### config.mk
export PLATFORM = sky130hd
export DESIGN_NAME = dwc_win_row
export DESIGN_NICKNAME = d
export VERILOG_FILES = /design/src/rtl/dwc_win_row.sv
export SDC_FILE = /design/constraint.sdc
export NUM_CORES = 1
export LEC_CHECK = 0
export BUFFER_PORTS_ARGS = -buffer_cell sky130_fd_sc_hd__buf_2
export CAP_MARGIN = 20
export CORE_AREA = 2 2 50 98
export DETAILED_ROUTE_END_ITERATION = 7
export DIE_AREA = 0 0 52 100
export GPL_TIMING_DRIVEN = 0
export PLACE_DENSITY = 0.68
export SYNTH_ARGS = -nofsm -noshare
export SYNTH_HDL_FRONTEND = slang
export SYNTH_SLANG_ARGS = --single-unit
### constraint.sdc
create_clock -name clock -period 1.1 [get_ports clock]
set_input_delay 0.22 -clock clock [delete_from_list [all_inputs] [get_ports clock]]
set_output_delay 0.22 -clock clock [all_outputs]
set_load 0.1 [all_outputs]
### src/rtl/dwc_win_row.sv
// One row of the 3x3 window: three sample cells shifting left on each item.
// Depends on nothing.
`default_nettype none

module dwc_win_row (
   input  wire logic              clock,
   input  wire logic              reset,
   input  wire logic              shift_en,
   input  wire logic [15:0]       din,
   output logic      [2:0][15:0]  taps
);

   logic [2:0][15:0] cell_ff;
   logic [2:0][15:0] cell_in;

   always_comb begin
      cell_in = cell_ff;
      if (shift_en) begin
         cell_in[0] = cell_ff[1];
         cell_in[1] = cell_ff[2];
         cell_in[2] = din;
      end
   end

   always_ff @(posedge clock) begin
      if (reset) begin
         cell_ff <= '0;
      end else begin
         cell_ff <= cell_in;
      end
   end

   assign taps = cell_ff;

endmodule

`default_nettype wire

==> results.sh, run 1 <==
export IMPL_hold_violations=0
export IMPL_syn_to_final_growth_pct=69.2
export IMPL_path_max_fanout=3
export IMPL_slew_violations=0
export IMPL_netlist_top_cells_count="48 x dfxtp_1, 48 x mux2i_1, 48 x nor2_1, 3 x buf_12, 3 x clkbuf_1"
export IMPL_synth_distinct_cells=8
export IMPL_total_power_uw=3830
export IMPL_grt_max_degree=14
export IMPL_coreArea_um2=4510
export IMPL_post_route_util=0.649
export IMPL_ios=67
export IMPL_yosysSeqAreaShare=0.556
export IMPL_netlist_area_um2=1730
export IMPL_die_width_um=52
export IMPL_p_leak_uw=0.00132
export IMPL_yosysWarnings=0
export IMPL_yosys_top_cells_area="dfxtp_1 56%, mux2i_1 28%, nor2_1 10%"
export IMPL_yosysTopAreaCell="dfxtp_1"
export IMPL_die_area_um2=5200
export IMPL_synth_edf_count=0
export IMPL_postCtsHoldBufs=0
export IMPL_finalSetupViolations=0
export IMPL_antenna_cells=0
export IMPL_p_switching_uw=1230
export IMPL_power_density_nw_per_um2=1310
export IMPL_cp_data_arrival_time_ns=0.86
export IMPL_cts_tree="built"
export IMPL_portBuffers=64
export IMPL_tns_ns=0
export IMPL_hp_class="in -> reg"
export IMPL_cp_slowest_cell="dfxtp_2"
export IMPL_yosysTopAreaCellShare=0.556
export IMPL_grt_use_met1=0.193
export IMPL_grt_pass1_vias=1300
export IMPL_drtPass1Iterations=4
export IMPL_clock_path_buffers=2
export IMPL_clkPwrFrac=0.251
export IMPL_cts_buffers_inserted=5
export IMPL_postCtsSetupBuffers=0
export IMPL_num_nets_final=245
export IMPL_h_tree_depth=2
export IMPL_fillers=353
export IMPL_fin_crit_ns=1.08
export IMPL_dp_hpwl_mm=2.62
export IMPL_drcViolationCount=0
export IMPL_start_util=0.383
export IMPL_outcome="completed"
export IMPL_crit_type="reg -> out"
export IMPL_synthFlopType="dfxtp_1"
export IMPL_use_met2=0.270
export IMPL_vias_per_cell=4.72
export IMPL_largest_reg_flops=48
export IMPL_crit_buf_inv=1
export IMPL_p_comb_frac=0.257
export IMPL_overflow=0
export IMPL_clock_latency_ns=0.29
export IMPL_seq_power_share=0.492
export IMPL_antenna_left=0
export IMPL_grt_pass1_wl_mm=6.30
export IMPL_crit_path_max_incr_delay_ns=0.38
export IMPL_rows=35
export IMPL_final_period_utilization=0.978
export IMPL_crit_required_ns=0.88
export IMPL_synthCells=155
export IMPL_cts_sinks=48
export IMPL_critPathLaunchType="register"
export IMPL_die_y_um=100
export IMPL_routed_via_count=1327
export IMPL_syn_area_per_cell_um2=11.2
export IMPL_switching_share=0.322
export IMPL_async_reset_ff_frac=0
export IMPL_maxCapViolations=0
export IMPL_crit_path_end_kind="output pin"
export IMPL_cts_root_buf="clkbuf_8"
export IMPL_place_area_um2=2180
export IMPL_drt_total_wl_mm=4.20
export IMPL_maxSlewHeadroom=0.604
export IMPL_clk_pin_slew_worst_paths_ns=0.08
export IMPL_busiest_layer="met2"
export IMPL_grtUsageTotal=0.164
export IMPL_worst_slew_pin_slew_ns=0.595
export IMPL_path_cells="buf_12"
export IMPL_intPower_uw=2590
export IMPL_drive_gt1_frac=0.558
export IMPL_place_gp_congestion=0.639
export IMPL_grt_met3_usage=0.0446
export IMPL_wl_per_cell_um=14.9
export IMPL_drt_iter0_drc=12
export IMPL_design_area_um2=2930
export IMPL_placedCellCount=274
export IMPL_fin_worst_skew_ns=0.00561
export IMPL_max_freq_mhz=930
export IMPL_ys_ff_latch=48
export IMPL_peakVddDrop_mv=1.06
export IMPL_synth_nets=174
export IMPL_layout_cells_non_filler=281
export IMPL_crit_family="flip-flops"
export IMPL_antenna_found_initial=0
## cells by family (layout without fill, tap and decap cells)
kind of cell	Yosys count	count (layout)	share of synthesized area
and+or+nand+nor	48	48	0.104
muxes	48	48	0.278
buffers and inverters	11	82	0.0622
DFF	48	48	0.556
## per-layer routing
layer,part of all wire,wire (µm),vias up
met3,0.068,285,6
met4,0.017,71,0
li1,-,-,645
met1,0.39,1650,624
met2,0.52,2200,52
met5,0,0,-
## power by group through the flow
stage | clock (µW) | combinational, µW | sequential (µW)
final | 958 | 984 | 1880
after global routing | 1080 | 1020 | 1890
after CTS | 1010 | 914 | 1880
after detailed placement | 0 | 799 | 1900
after global placement | 0 | 793 | 1900
after floorplan | 0 | 196 | 2360
## stage by stage
step           setup slack [ns]  hold WS, ns
2_1_floorplan             0.158        0.367
3_3_place_gp            -0.0439        0.452
3_5_place_dp            -0.0560        0.460
4_1_cts                 0.00118        0.148
5_1_grt                -0.00880        0.152
6_report                 0.0247        0.157
## layout make-up
| type | instances | area (µm²) | share of cell area |
|---|---|---|---|
| flip-flops and latches | 48 | 1040 | 0.357 |
| clock inverters | 1 | 5.00 | 0.00171 |
| plain buffers | 11 | 108 | 0.0368 |
| multi-input cells | 96 | 661 | 0.226 |
| well taps | 55 | 68.8 | 0.0235 |
| clock buffers | 6 | 72.6 | 0.0248 |
| repair buffers | 64 | 968 | 0.331 |
## path summary, 6_finish.rpt
kind | start | to | slack, ns | cells past startpoint
max | taps[38]$_SDFFE_PP0P_ | taps[38] | 0.02 | 1
min | din[4] | taps[36]$_SDFFE_PP0P_ | 0.16 | 3
max reg2reg | taps[29]$_SDFFE_PP0P_ | taps[13]$_SDFFE_PP0P_ | 0.39 | 2
min reg2reg | taps[15]$_SDFFE_PP0P_ | taps[15]$_SDFFE_PP0P_ | 0.50 | 2
## worst min-delay path, delay by kind of cell
kind / cells / cell delay (ns)
simple gates: 1 / 0.07
mux: 1 / 0.05
buf+inv: 1 / 0.08
## placed cells by master (no fill, tap or decap)
| master | synthesis | routed |
|---|---|---|
| buf_12 | 3 | 38 |
| buf_2 | 2 | 18 |
| buf_4 | 2 | 2 |
| buf_6 | 1 | 3 |
| buf_8 | 0 | 11 |
| clkbuf_1 | 3 | 4 |
| clkbuf_8 | 0 | 5 |
| clkinv_2 | 0 | 1 |
| dfxtp_2 | 0 | 39 |
| dfxtp_4 | 0 | 9 |
| mux2i_1 | 48 | 48 |
| nor2_1 | 48 | 48 |
## repair_timing
| action | CTS | global route |
|---|---|---|
| endpoints found under the setup margin | 48 | 45 |
| hold endpoints to repair | 0 | 0 |
| resized for setup | 125 | 61 |
| pin swaps | 0 | 0 |
Power figures use the tool's default switching activity.
==> run 2: changes to the inputs <==
Settings changed: MAX_ROUTING_LAYER set to met4, PLACE_DENSITY 0.68 to 0.66, SKIP_CTS_REPAIR_TIMING set to 1.
==> results.sh, run 2 (synthesized netlist as in run 1, its figures left out) <==
export IMPL_place_gp_congestion=0.649
export IMPL_portBuffers=64
export IMPL_crit_path_max_incr_delay_ns=0.34
export IMPL_tns_ns=0
export IMPL_max_freq_mhz=930
export IMPL_routed_via_count=1284
export IMPL_grt_pass1_vias=1190
export IMPL_die_y_um=100
export IMPL_worst_slew_pin_slew_ns=0.569
export IMPL_fin_worst_skew_ns=0.00384
export IMPL_slew_violations=0
export IMPL_crit_family="flip-flops"
export IMPL_h_tree_depth=2
export IMPL_place_area_um2=2180
export IMPL_crit_type="reg -> out"
export IMPL_clock_latency_ns=0.29
export IMPL_cts_buffers_inserted=5
export IMPL_maxCapViolations=0
export IMPL_antenna_left=0
export IMPL_power_density_nw_per_um2=1340
export IMPL_coreArea_um2=4510
export IMPL_overflow=0
export IMPL_maxSlewHeadroom=0.621
export IMPL_total_power_uw=3910
export IMPL_final_cell_mix="48 x mux2i_1, 48 x nor2_1, 41 x dfxtp_2"
export IMPL_finalSetupViolations=0
export IMPL_path_max_fanout=2
export IMPL_start_util=0.383
export IMPL_crit_buf_inv=1
export IMPL_cp_slowest_cell="dfxtp_2"
export IMPL_r2r_cells=2
export IMPL_rows=35
export IMPL_num_nets_final=245
export IMPL_dp_hpwl_mm=2.60
export IMPL_path_cells="buf_6"
export IMPL_vias_per_cell=4.55
export IMPL_cts_sinks=48
export IMPL_largest_reg_flops=48
export IMPL_post_route_util=0.644
export IMPL_antenna_cells=0
export IMPL_hp_class="in -> reg"
export IMPL_peakVddDrop_mv=1.13
export IMPL_drtPass1Iterations=4
export IMPL_drt_iter0_drc=6
export IMPL_r2r_end="taps[45]$_SDFFE_PP0P_"
export IMPL_cp_data_arrival_time_ns=0.86
export IMPL_r2r_start="taps[45]$_SDFFE_PP0P_"
export IMPL_p_leak_uw=0.00132
export IMPL_fin_crit_ns=1.08
export IMPL_drive_gt1_frac=0.564
export IMPL_drcViolationCount=0
export IMPL_final_period_utilization=0.978
export IMPL_cts_tree="built"
export IMPL_whs_endpoint="taps[41]$_SDFFE_PP0P_"
export IMPL_design_area_um2=2910
export IMPL_crit_required_ns=0.88
export IMPL_grtUsageTotal=0.151
export IMPL_outcome="completed"
export IMPL_cts_root_buf="clkbuf_8"
export IMPL_crit_path_end_kind="output pin"
export IMPL_regToRegSetupSlack_ns=0.42
export IMPL_clk_pin_slew_worst_paths_ns=0.09
export IMPL_ios=67
export IMPL_hold_violations=0
export IMPL_worstHoldStart="din[9]"
export IMPL_die_width_um=52
export IMPL_clock_path_buffers=2
export IMPL_drt_total_wl_mm=3.92
export IMPL_antenna_found_initial=0
export IMPL_grt_pass1_wl_mm=5.64
export IMPL_grt_max_degree=15
export IMPL_die_area_um2=5200
export IMPL_syn_to_final_growth_pct=68.0
export IMPL_min_delay_path_depth=3
export IMPL_critPathLaunchType="register"
export IMPL_wl_per_cell_um=13.9
## run 2: cell count changes in the layout (fill, tap and decap cells not counted), sizes merged
cell,before,now
clkinv,1,2
## run 2: metal layers
layer,track usage,up-vias,wire [µm]
met5,-,-,0
met4,0.0607,0,61
met3,0.0357,5,257
met2,0.231,54,1930
met1,0.188,576,1660
li1,-,649,-
## run 2: layout make-up
type / count / area [µm²]
timing repair buffer: 64 / 937
tap: 55 / 68.8
fill: 351 / 1610
buffer: 11 / 108
sequential: 48 / 1040
clock inverter: 2 / 10.0
multi-input combinational: 96 / 661
clock buffer: 6 / 82.6
## run 2: how the worst max path moves through the flow
stage	depth (start not counted)	from	slack, ns	end
floorplan	2	taps[16]$_SDFFE_PP0P_	0.16	taps[0]$_SDFFE_PP0P_
global placement	3	reset	0.01	taps[4]$_SDFFE_PP0P_
detailed placement	3	reset	-0.008	taps[2]$_SDFFE_PP0P_
CTS	1	taps[26]$_SDFFE_PP0P_	-0.21	taps[26]
global route	1	taps[23]$_SDFFE_PP0P_	-0.01	taps[23]
finish	1	taps[6]$_SDFFE_PP0P_	0.02	taps[6]
## run 2: power breakdown
| group | internal (µW) | switching [µW] | total [µW] | leakage [µW] |
|---|---|---|---|---|
| clock | 502 | 547 | 1050 | 0.0000510 |
| sequential | 1800 | 79.4 | 1880 | 0.000415 |
| combinational | 354 | 621 | 975 | 0.000855 |
| total | 2660 | 1250 | 3910 | 0.00132 |
## run 2: per-stage QoR
step | worst slack [ns] | instances | hold slack (ns)
after detailed placement | -0.00836 | 274 | 0.461
after global routing | -0.0115 | 282 | 0.162
after CTS | -0.208 | 282 | 0.146
final | 0.0242 | 282 | 0.157
after global placement | 0.00974 | 274 | 0.451
after floorplan | 0.158 | 155 | 0.367
