==> src/rtl/dwc_pkg.sv <==
// Shared types and constants for the streaming depthwise 3x3 convolution.
// No dependencies; dwc_mac_cell and the stream top refer to it by scoped names.
`default_nettype none

package dwc_pkg;

   localparam int MaxWidth  = 64;
   localparam int LineAw    = $clog2(MaxWidth);
   localparam int DimW      = 7;
   localparam int NumTaps   = 9;
   localparam int AccW      = 36;
   localparam int FracShift = 12;

   typedef enum logic [3:0] {
      CSR_W_TOP    = 4'd0,
      CSR_W_MID    = 4'd1,
      CSR_W_BOT    = 4'd2,
      CSR_BIAS     = 4'd3,
      CSR_WIDTH    = 4'd4,
      CSR_HEIGHT   = 4'd5,
      CSR_STRIDE   = 4'd6,
      CSR_RELU     = 4'd7
   } csr_index_type;

   // one output position along an axis
   typedef struct packed {
      logic [5:0] idx;
      logic       shift;
      logic       pad_lo;
      logic       pad_hi;
      logic       last;
   } pos_type;

   typedef struct packed {
      logic [1:0]       n;
      pos_type [1:0]    e;
   } axis_type;

   // one convolution job travelling down the tap chain
   typedef struct packed {
      logic                          valid;
      logic [NumTaps-1:0][15:0]      ops;
      logic [NumTaps-1:0]            mask;
      logic signed [AccW-1:0]        acc;
      logic [5:0]                    row;
      logic [5:0]                    col;
      logic                          last;
   } job_type;

endpackage

`default_nettype wire

==> src/rtl/dwc_mac_cell.sv <==
// Tap cell: multiplies the head operand of a job by its weight, accumulates it when
// the head mask bit is set, and hands the job on to the next cell. Uses dwc_pkg.
`default_nettype none

module dwc_mac_cell (
   input  wire logic             clock,
   input  wire logic             reset,
   input  wire logic             adv,
   input  wire logic [15:0]      weight,
   input  wire dwc_pkg::job_type job_i,
   output dwc_pkg::job_type      job_o
);

   logic                             valid_ff;
   dwc_pkg::job_type                 job_ff;
   dwc_pkg::job_type                 job_in;
   logic signed [31:0]               prod;

   always_comb begin
      prod   = $signed(job_i.ops[0]) * $signed(weight);
      job_in = job_i;
      job_in.ops  = job_i.ops >> 16;
      job_in.mask = job_i.mask >> 1;
      if (job_i.mask[0]) begin
         job_in.acc = job_i.acc + dwc_pkg::AccW'(prod);
      end
   end

   always_ff @(posedge clock) begin
      if (reset) begin
         valid_ff <= 1'b0;
      end else if (adv) begin
         valid_ff <= job_i.valid;
      end
   end

   always_ff @(posedge clock) begin
      if (adv) begin
         job_ff <= job_in;
      end
   end

   always_comb begin
      job_o       = job_ff;
      job_o.valid = valid_ff;
   end

endmodule

`default_nettype wire

==> config.mk <==
export PLATFORM = sky130hd
export DESIGN_NAME = dwc_mac_cell
export DESIGN_NICKNAME = d
export VERILOG_FILES = /design/src/rtl/dwc_pkg.sv /design/src/rtl/dwc_mac_cell.sv
export SDC_FILE = /design/constraint.sdc
export NUM_CORES = 1
export LEC_CHECK = 0
export ABC_AREA = 1
export BUFFER_PORTS_ARGS = -buffer_cell sky130_fd_sc_hd__buf_4
export CORE_ASPECT_RATIO = 1.4
export CORE_MARGIN = 2
export CORE_UTILIZATION = 40
export CTS_CLUSTER_SIZE = 30
export DETAILED_ROUTE_END_ITERATION = 6
export GPL_TIMING_DRIVEN = 0
export SYNTH_ARGS = -nofsm -noshare
export SYNTH_HDL_FRONTEND = slang
export SYNTH_SLANG_ARGS = --single-unit
export TNS_END_PERCENT = 5
==> constraint.sdc <==
create_clock -name clock -period 16.56 [get_ports clock]
set_input_delay 0.828 -clock clock [delete_from_list [all_inputs] [get_ports clock]]
set_output_delay 0.828 -clock clock [all_outputs]
set_load 0.02 [all_outputs]
==> results of run 1 <==
## layer usage
metal	routed length [µm]	vias up	global-route usage, %
met5	0	-	0
met4	2450	0	9.97
met3	3950	127	3.87
met2	30800	614	45.1
met1	20300	7136	26.7
li1	-	6723	-
## state kept, by name, summed over array words and instances, names as in the netlist
register,flops
valid_ff,1
job_o,185
## metrics by stage
stage                     std cells  setup slack (ps)  util (%)
after detailed placement       3077              9270      48.5
after CTS                      3109              9760      49.7
after global routing           3109              9340      49.7
after global placement         3076              9340      48.4
after floorplan                2075             10340         -
final                          3110              9730      49.7
## cell usage in the layout, fill, tap and decap left out, drive strengths merged
cell    instances
inv           626
nand2         545
buf           400
fa            314
edfxtp        185
ha            107
clkbuf         83
nor2           62
nand3          50
a21oi          22
o21ai          18
conb           17
xnor2          11
clkinv          8
nor3            7
nand4           6
and2            5
and3            4
nand3b          4
or2             4
o21bai          2
diode           1
a21o            1
xor2            1
mux2i           1
bufinv          1
dfxtp           1
## final timing paths
kind              from   endpoint  slack (ps)  cells past startpoint
min              reset   valid_ff         520                      2
max          job_i[73]  job_o[47]        9730                     23
max reg2reg   valid_ff   valid_ff       15980                      2
min reg2reg   valid_ff   valid_ff         520                      2
## area by class of cell
| cell class | count | area (µm²) |
|---|---|---|
| Tap cell | 624 | 781 |
| Clock inverter | 15 | 175 |
| Inverter | 620 | 2330 |
| Timing Repair Buffer | 378 | 2870 |
| Antenna cell | 1 | 2.50 |
| Sequential cell | 186 | 5580 |
| Fill cell | 4521 | 23600 |
| Clock buffer | 17 | 425 |
| Buffer | 88 | 404 |
| Multi-Input combinational cell | 1181 | 10800 |
## worst max-delay path, cell delays in order
cell and delay [ps]:
sky130_fd_sc_hd__buf_2 260, sky130_fd_sc_hd__clkbuf_1 510, sky130_fd_sc_hd__nand2_1 200, sky130_fd_sc_hd__fa_1 630, sky130_fd_sc_hd__fa_1 890, sky130_fd_sc_hd__fa_1 610, sky130_fd_sc_hd__fa_1 520, sky130_fd_sc_hd__inv_1 60
sky130_fd_sc_hd__fa_1 470, sky130_fd_sc_hd__inv_1 50, sky130_fd_sc_hd__fa_1 470, sky130_fd_sc_hd__inv_1 40, sky130_fd_sc_hd__ha_1 380, sky130_fd_sc_hd__nand2_1 120, sky130_fd_sc_hd__inv_1 90, sky130_fd_sc_hd__nand2_1 90
sky130_fd_sc_hd__nor3_1 260, sky130_fd_sc_hd__and2_1 170, sky130_fd_sc_hd__nand2_1 100, sky130_fd_sc_hd__nand2_1 90, sky130_fd_sc_hd__nand2_1 40, sky130_fd_sc_hd__nand3_1 100, sky130_fd_sc_hd__nand2_1 70
## kinds of logic (layout without fill, tap and decap cells)
group,Yosys count,after routing,share of synthesized area (%)
AOI/OAI and AO/OA,43,43,1.23
xor gates and xnor gates,12,12,0.551
adders and majority gates,421,421,39.9
buffers and inverters,708,1118,14.3
DFF,186,186,29.2
muxes,1,1,0.0524
other,1,18,0.0196
and+or+nand+nor,687,687,14.7
==> results.toml, run 1 <==
[synth]
synth_area_leaders = "sky130_fd_sc_hd__fa_1 33%, sky130_fd_sc_hd__edfxtp_1 29%, sky130_fd_sc_hd__inv_1 12%, sky130_fd_sc_hd__nand2_1 10%, sky130_fd_sc_hd__ha_1 7.0%"
ys_async_sr_fraction_pct = 0
post_synth_instance_area_mm2 = 0.0191
ys_dominant_reg_cell = "sky130_fd_sc_hd__edfxtp_1"
synth.distinct_cells = 37
synth_edf_count = 185
ys_ff_latch = 186
proportion_of_synthesized_chip_area_in_sequential_cells_pct = 29.2
synth_warnings = 0
post_synth_most_frequent_cells = "612 x sky130_fd_sc_hd__inv_1, 529 x sky130_fd_sc_hd__nand2_1, 314 x sky130_fd_sc_hd__fa_1"
synth_area_leader_cell = "sky130_fd_sc_hd__fa_1"
netlist_instances = 2059
synth.avg_cell_area_um2 = 9.27
synthDominantCellAreaShare_pct = 32.9
post-synth-top-count-cell = "sky130_fd_sc_hd__inv_1"

[setup_path]
crit_arrival_ps = 7060
critical_path.startpoint_type = "input port"
timing_worst_setup_path_type = "input port to register"
critical_path_required_ps = 16780
critPathCaptureType = "register"
crit_fanout = 10

[cts]
post-cts-setup-buffer-count = 0
clock_path_buffers = 2
hold_buffers = 0
post_cts_resize_count = 0
clock_tree_from_tritoncts = "built"
clk-insertion-delay-late_ps = 460
tritoncts.num_buffers = 17
htree_num_levels = 4
clock_tree.root_cell = "sky130_fd_sc_hd__clkbuf_16"
clkSinkCount = 186
clkSlewWorstSetupHoldPaths_ps = 80

[floorplanning]
rows = 94
fp.dieArea_mm2 = 0.0495
ioPinCount = 425
coreArea_mm2 = 0.0470
fp.dieW_um = 189
die_height_um = 262
initial_core_utilization_pct = 40.6

[detailed_routing]
drc = 0
dr.first_iter.drc_count = 833
viasPerCell = 4.69
drtAntennaViolNets = 0
first_pass_iters = 6
wirelength_um = 57500
wl_per_cell_um = 18.5
num_vias = 14600

[timing]
hold_violations = 0
timing.hold.ws_ps = 515
skew_ps = 0
setup_viol_count_final = 0
finalCriticalPeriod_ps = 6830
clock.fmax_mhz = 146
setup_repair_after_global_routing_missed_its_margin = "no"
fin_tns_setup_ps = 0
tightestPinTransition_ps = 945
final-max-slew-violation-count = 0
worst_slew_margin_rel_pct = 37.0
fin_crit_sh_pct = 41.3

[status]
status = "complete, no violations"

[place]
place.port_buffers = 377
dpl.hpwl_um = 49300
place_congestion = 0.932
dpl-instance-area_mm2 = 0.0228

[global_routing]
number_of_global_route_vias_before_repair = 15700
antenna_violations_before_repair = 0
grt_overflow_total = 0
first_pass_grt_wire_length_um = 88600
grt_max_degree = 118
global_route.usage.total_pct = 24.0

[run]
cap_viol_max_count = 0

[finish]
finalNetCount = 3115
postLayoutCellArea_mm2 = 0.0234
drive_above_1_share_pct = 19.0
area_delta_synth_final_pct = 22.6

[worst_hold_path]
min_path_type = "input port to register"
Power of run 1 is not shown: default switching activity piles up to over one toggle a cycle in this logic, so the estimate is an artifact.
==> run 2, diff against run 1 <==
Clock period 16.56 ns to 6.88 ns, I/O delays scaled along.
==> results.toml, run 2 (synthesis gave the netlist of run 1 again) <==
[status]
status = "complete, no violations"

[global_routing]
number_of_global_route_vias_before_repair = 15700
first_pass_grt_wire_length_um = 88600
grt_overflow_total = 0
global_route.usage.total_pct = 24.0
grt_max_degree = 118
antenna_violations_before_repair = 0

[finish]
final_common_cell = "sky130_fd_sc_hd__inv_1"
drive_above_1_share_pct = 18.9
finalNetCount = 3116
largest_register_ff_count = 185
postLayoutCellArea_mm2 = 0.0234
highest_count_cells_in_the_layout_ignoring_fill_and_taps = "612 x sky130_fd_sc_hd__inv_1, 529 x sky130_fd_sc_hd__nand2_1, 395 x sky130_fd_sc_hd__buf_4, 314 x sky130_fd_sc_hd__fa_1, 185 x sky130_fd_sc_hd__edfxtp_1"
area_delta_synth_final_pct = 22.6

[setup_path]
critPathCaptureType = "register"
critical_path_required_ps = 7100
critical_path.startpoint_type = "input port"
reg2reg_from = "valid_ff"
crit_arrival_ps = 6590
worst-r2r-setup-slack_ps = 6300
timing.critical_path.from = "job_i[73]"
crit-reg2reg-capture = "valid_ff"
reg2reg_depth = 2
crit_fanout = 10
critPathCapture = "job_o[47]"
timing_worst_setup_path_type = "input port to register"

[floorplanning]
fp.dieArea_mm2 = 0.0495
coreArea_mm2 = 0.0470
rows = 94
initial_core_utilization_pct = 40.6
fp.dieW_um = 189
die_height_um = 262
ioPinCount = 425

[timing]
layout_setup_ws_ps = 516
hold_violations = 0
setup_repair_after_global_routing_missed_its_margin = "no"
finalCriticalPeriod_ps = 6360
skew_ps = 0
worst_slew_margin_rel_pct = 38.0
tightestPinTransition_ps = 930
fin_tns_setup_ps = 0
final-max-slew-violation-count = 0
fin_crit_sh_pct = 92.5
timing.hold.ws_ps = 44.4
setup_viol_count_final = 0
clock.fmax_mhz = 157

[run]
cap_viol_max_count = 0

[cts]
post_cts_resize_count = 0
clkSinkCount = 186
clock_tree.root_cell = "sky130_fd_sc_hd__clkbuf_16"
clk-insertion-delay-late_ps = 460
clock_tree_from_tritoncts = "built"
tritoncts.num_buffers = 17
htree_num_levels = 4
clock_path_buffers = 2
clkSlewWorstSetupHoldPaths_ps = 80

[detailed_routing]
drc = 0
first_pass_iters = 5
viasPerCell = 4.69
drtAntennaViolNets = 0
num_vias = 14600
wl_per_cell_um = 18.5
dr.first_iter.drc_count = 862
wirelength_um = 57600

[place]
dpl.hpwl_um = 49300
dpl-instance-area_mm2 = 0.0228
place_worst_setup_slack_ps = 76.6
place.port_buffers = 377
place_congestion = 0.932

[worst_hold_path]
min_path_type = "input port to register"
==> run 2: area by class of cell <==
cell class	instances	area [µm²]
Sequential cell	186	5580
Inverter	620	2330
Antenna cell	1	2.50
Fill cell	4523	23600
Timing Repair Buffer	379	2880
Clock inverter	15	175
Multi-Input combinational cell	1181	10800
Clock buffer	17	425
Buffer	88	404
Tap cell	624	781
==> run 2: repair_timing <==
| action | CTS | global route |
|---|---|---|
| endpoints found under the hold margin | 1 | 0 |
| buffers inserted | 0 | 0 |
| hold buffers | 1 | 0 |
==> run 2: worst min path at each step <==
stage | depth (start not counted) | start | slack (ps) | endpoint
after floorplan | 1 | reset | 420 | valid_ff
after global placement | 2 | valid_ff | 480 | valid_ff
after detailed placement | 2 | valid_ff | 500 | valid_ff
after CTS | 1 | job_i[188] | 20 | job_o[172]
after global routing | 1 | job_i[96] | 20 | job_o[80]
final | 1 | job_i[188] | 40 | job_o[172]
==> run 2: metal layers <==
| metal | part of all wire [%] | track usage (%) | vias up |
|---|---|---|---|
| met3 | 6.2 | 3.86 | 115 |
| met5 | 0 | 0 | - |
| met4 | 4.2 | 10.1 | 0 |
| met1 | 36 | 26.7 | 7154 |
| li1 | - | - | 6728 |
| met2 | 54 | 45.0 | 584 |
==> run 2: per-stage QoR <==
| stage | instances | utilization [%] |
|---|---|---|
| finish | 3111 | 49.8 |
| global route | 3110 | 49.8 |
| CTS | 3110 | 49.8 |
| detailed placement | 3077 | 48.5 |
| global placement | 3076 | 48.4 |
| floorplan | 2075 | - |
==> run 2: worst max-delay path: stages <==
cell and delay, ps:
sky130_fd_sc_hd__buf_2 270, sky130_fd_sc_hd__clkbuf_1 520, sky130_fd_sc_hd__nand2_1 200, sky130_fd_sc_hd__fa_1 630
sky130_fd_sc_hd__fa_1 890, sky130_fd_sc_hd__fa_1 600, sky130_fd_sc_hd__fa_1 520, sky130_fd_sc_hd__inv_1 60
sky130_fd_sc_hd__fa_1 470, sky130_fd_sc_hd__inv_1 50, sky130_fd_sc_hd__fa_1 470, sky130_fd_sc_hd__inv_1 40
sky130_fd_sc_hd__ha_1 380, sky130_fd_sc_hd__nand2_1 130, sky130_fd_sc_hd__inv_1 90, sky130_fd_sc_hd__nand2_1 90
sky130_fd_sc_hd__nor3_1 270, sky130_fd_sc_hd__and2_1 170, sky130_fd_sc_hd__nand2_1 100, sky130_fd_sc_hd__nand2_1 80
sky130_fd_sc_hd__nand2_1 40, sky130_fd_sc_hd__nand3_1 100, sky130_fd_sc_hd__nand2_1 70
Power of run 2 is left out for the same reason.
==> run 3, diff against run 2 <==
Settings changed: HOLD_SLACK_MARGIN set to 0.08, SLEW_MARGIN set to 40.
==> results.toml, run 3 (synthesis gave the netlist of run 1 again) <==
[status]
status = "complete, no violations"

[timing]
finalCriticalPeriod_ps = 6410
clock.fmax_mhz = 156
setup_viol_count_final = 0
fin_crit_sh_pct = 93.1
tightestPinTransition_ps = 784
final-max-slew-violation-count = 0
skew_ps = 0
setup_repair_after_global_routing_missed_its_margin = "no"
worst_slew_margin_rel_pct = 47.8
hold_violations = 0
fin_tns_setup_ps = 0

[setup_path]
worst-r2r-setup-slack_ps = 6300
crit-reg2reg-capture = "valid_ff"
reg2reg_depth = 2
timing_worst_setup_path_type = "input port to register"
cp_cell_sequence = "buf_2 > clkbuf_1 > nand2_1 > fa_1 > fa_1 > fa_1 > fa_1 > inv_1 > fa_1 > inv_1 > fa_1 > inv_1 > ha_1 > nand2_1 > inv_1 > nand2_1 > nor3_1 > and2_1 > nand2_1 > nand2_1 > nand2_1 > nand3_1 > nand2_1"
timing.critical_path.from = "job_i[73]"
crit_path_max_incr_delay_ps = 890
crit_fanout = 10
critPathCaptureType = "register"
timing.critical_path.max_delay_family = "adder cells"
critical_path_required_ps = 7090
cp_num_buf_inv = 6
reg2reg_from = "valid_ff"
worst_path_most_repeated_cell = "sky130_fd_sc_hd__nand2_1"
critical_path.startpoint_type = "input port"
crit_path_top_delay_cell = "sky130_fd_sc_hd__fa_1"
crit_arrival_ps = 6610

[detailed_routing]
wirelength_um = 59900
drc = 0
viasPerCell = 4.69
wl_per_cell_um = 18.4
drtAntennaViolNets = 0
dr.first_iter.drc_count = 819
num_vias = 15300
first_pass_iters = 5

[worst_hold_path]
hold-path-cell-count = 1
min_path_type = "input port to register"
holdCritStartpoint = "job_i[124]"
hold_path_end = "job_o[108]"

[place]
place_congestion = 0.932
place.port_buffers = 377
dpl.hpwl_um = 49500

[global_routing]
grt_overflow_total = 0
grt_max_degree = 81
global_route.usage.total_pct = 25.1
number_of_global_route_vias_before_repair = 16700
antenna_violations_before_repair = 1
first_pass_grt_wire_length_um = 92800

[cts]
clkSinkCount = 186
htree_num_levels = 4
clock_tree.root_cell = "sky130_fd_sc_hd__clkbuf_16"
tritoncts.num_buffers = 17
clock_path_buffers = 2
clk-insertion-delay-late_ps = 460
post-cts-setup-buffer-count = 0
clock_tree_from_tritoncts = "built"
clkSlewWorstSetupHoldPaths_ps = 70

[floorplanning]
die_height_um = 262
fp.dieW_um = 189
rows = 94
initial_core_utilization_pct = 40.6
fp.dieArea_mm2 = 0.0495
ioPinCount = 425
coreArea_mm2 = 0.0470

[finish]
largest_register_ff_count = 185
highest_count_cells_in_the_layout_ignoring_fill_and_taps = "611 x sky130_fd_sc_hd__inv_1, 529 x sky130_fd_sc_hd__nand2_1, 395 x sky130_fd_sc_hd__buf_4, 314 x sky130_fd_sc_hd__fa_1, 185 x sky130_fd_sc_hd__edfxtp_1"
area_delta_synth_final_pct = 30.4
final_common_cell = "sky130_fd_sc_hd__inv_1"
drive_above_1_share_pct = 17.9
fillerInstances = 4334
post-route-util_pct = 52.9
antenna_cells = 0
finalNetCount = 3264

[run]
cap_viol_max_count = 0
==> run 3: cell type report <==
type / instances / area [µm²] / share of cell area (%)
clock buffers: 17 / 425 / 1.71
flip-flops and latches: 186 / 5580 / 22.4
multi-input cells: 1181 / 10800 / 43.6
well taps: 624 / 781 / 3.14
inverters: 620 / 2330 / 9.35
clock inverters: 15 / 156 / 0.628
plain buffers: 88 / 404 / 1.62
repair buffers: 527 / 4370 / 17.6
==> run 3: per-stage QoR <==
stage / cells / area, µm² / hold slack [ps] / setup WS (ps)
floorplan: 2075 / 19100 / 416 / 1150
global placement: 3076 / 22800 / 485 / 140
detailed placement: 3078 / 22800 / 490 / 92.0
CTS: 3258 / 24900 / 80.2 / 575
global route: 3258 / 24900 / 81.7 / 157
finish: 3258 / 24900 / 112 / 475
==> run 3: what timing repair did <==
action	CTS	global route
hold buffers	148	0
hold endpoints to repair	148	0
resized for setup	0	0
endpoints found under the setup margin	0	0
==> run 3: worst max-delay path by stage <==
| stage | to | depth (start not counted) | slack (ps) |
|---|---|---|---|
| after global placement | job_o[47] | 23 | 140 |
| final | job_o[47] | 23 | 470 |
| after global routing | job_o[47] | 23 | 160 |
| after floorplan | job_o[48] | 21 | 1150 |
| after detailed placement | job_o[47] | 23 | 90 |
| after CTS | job_o[47] | 23 | 570 |
==> run 3: routing by layer <==
layer | vias to the layer above | track usage, % | routed length, µm
met1 | 7471 | 27.4 | 21200
li1 | 7023 | - | -
met3 | 151 | 4.14 | 3840
met5 | - | 0 | 13
met4 | 2 | 11.2 | 3010
met2 | 624 | 47.0 | 31900
Power of run 3 is left out for the same reason.
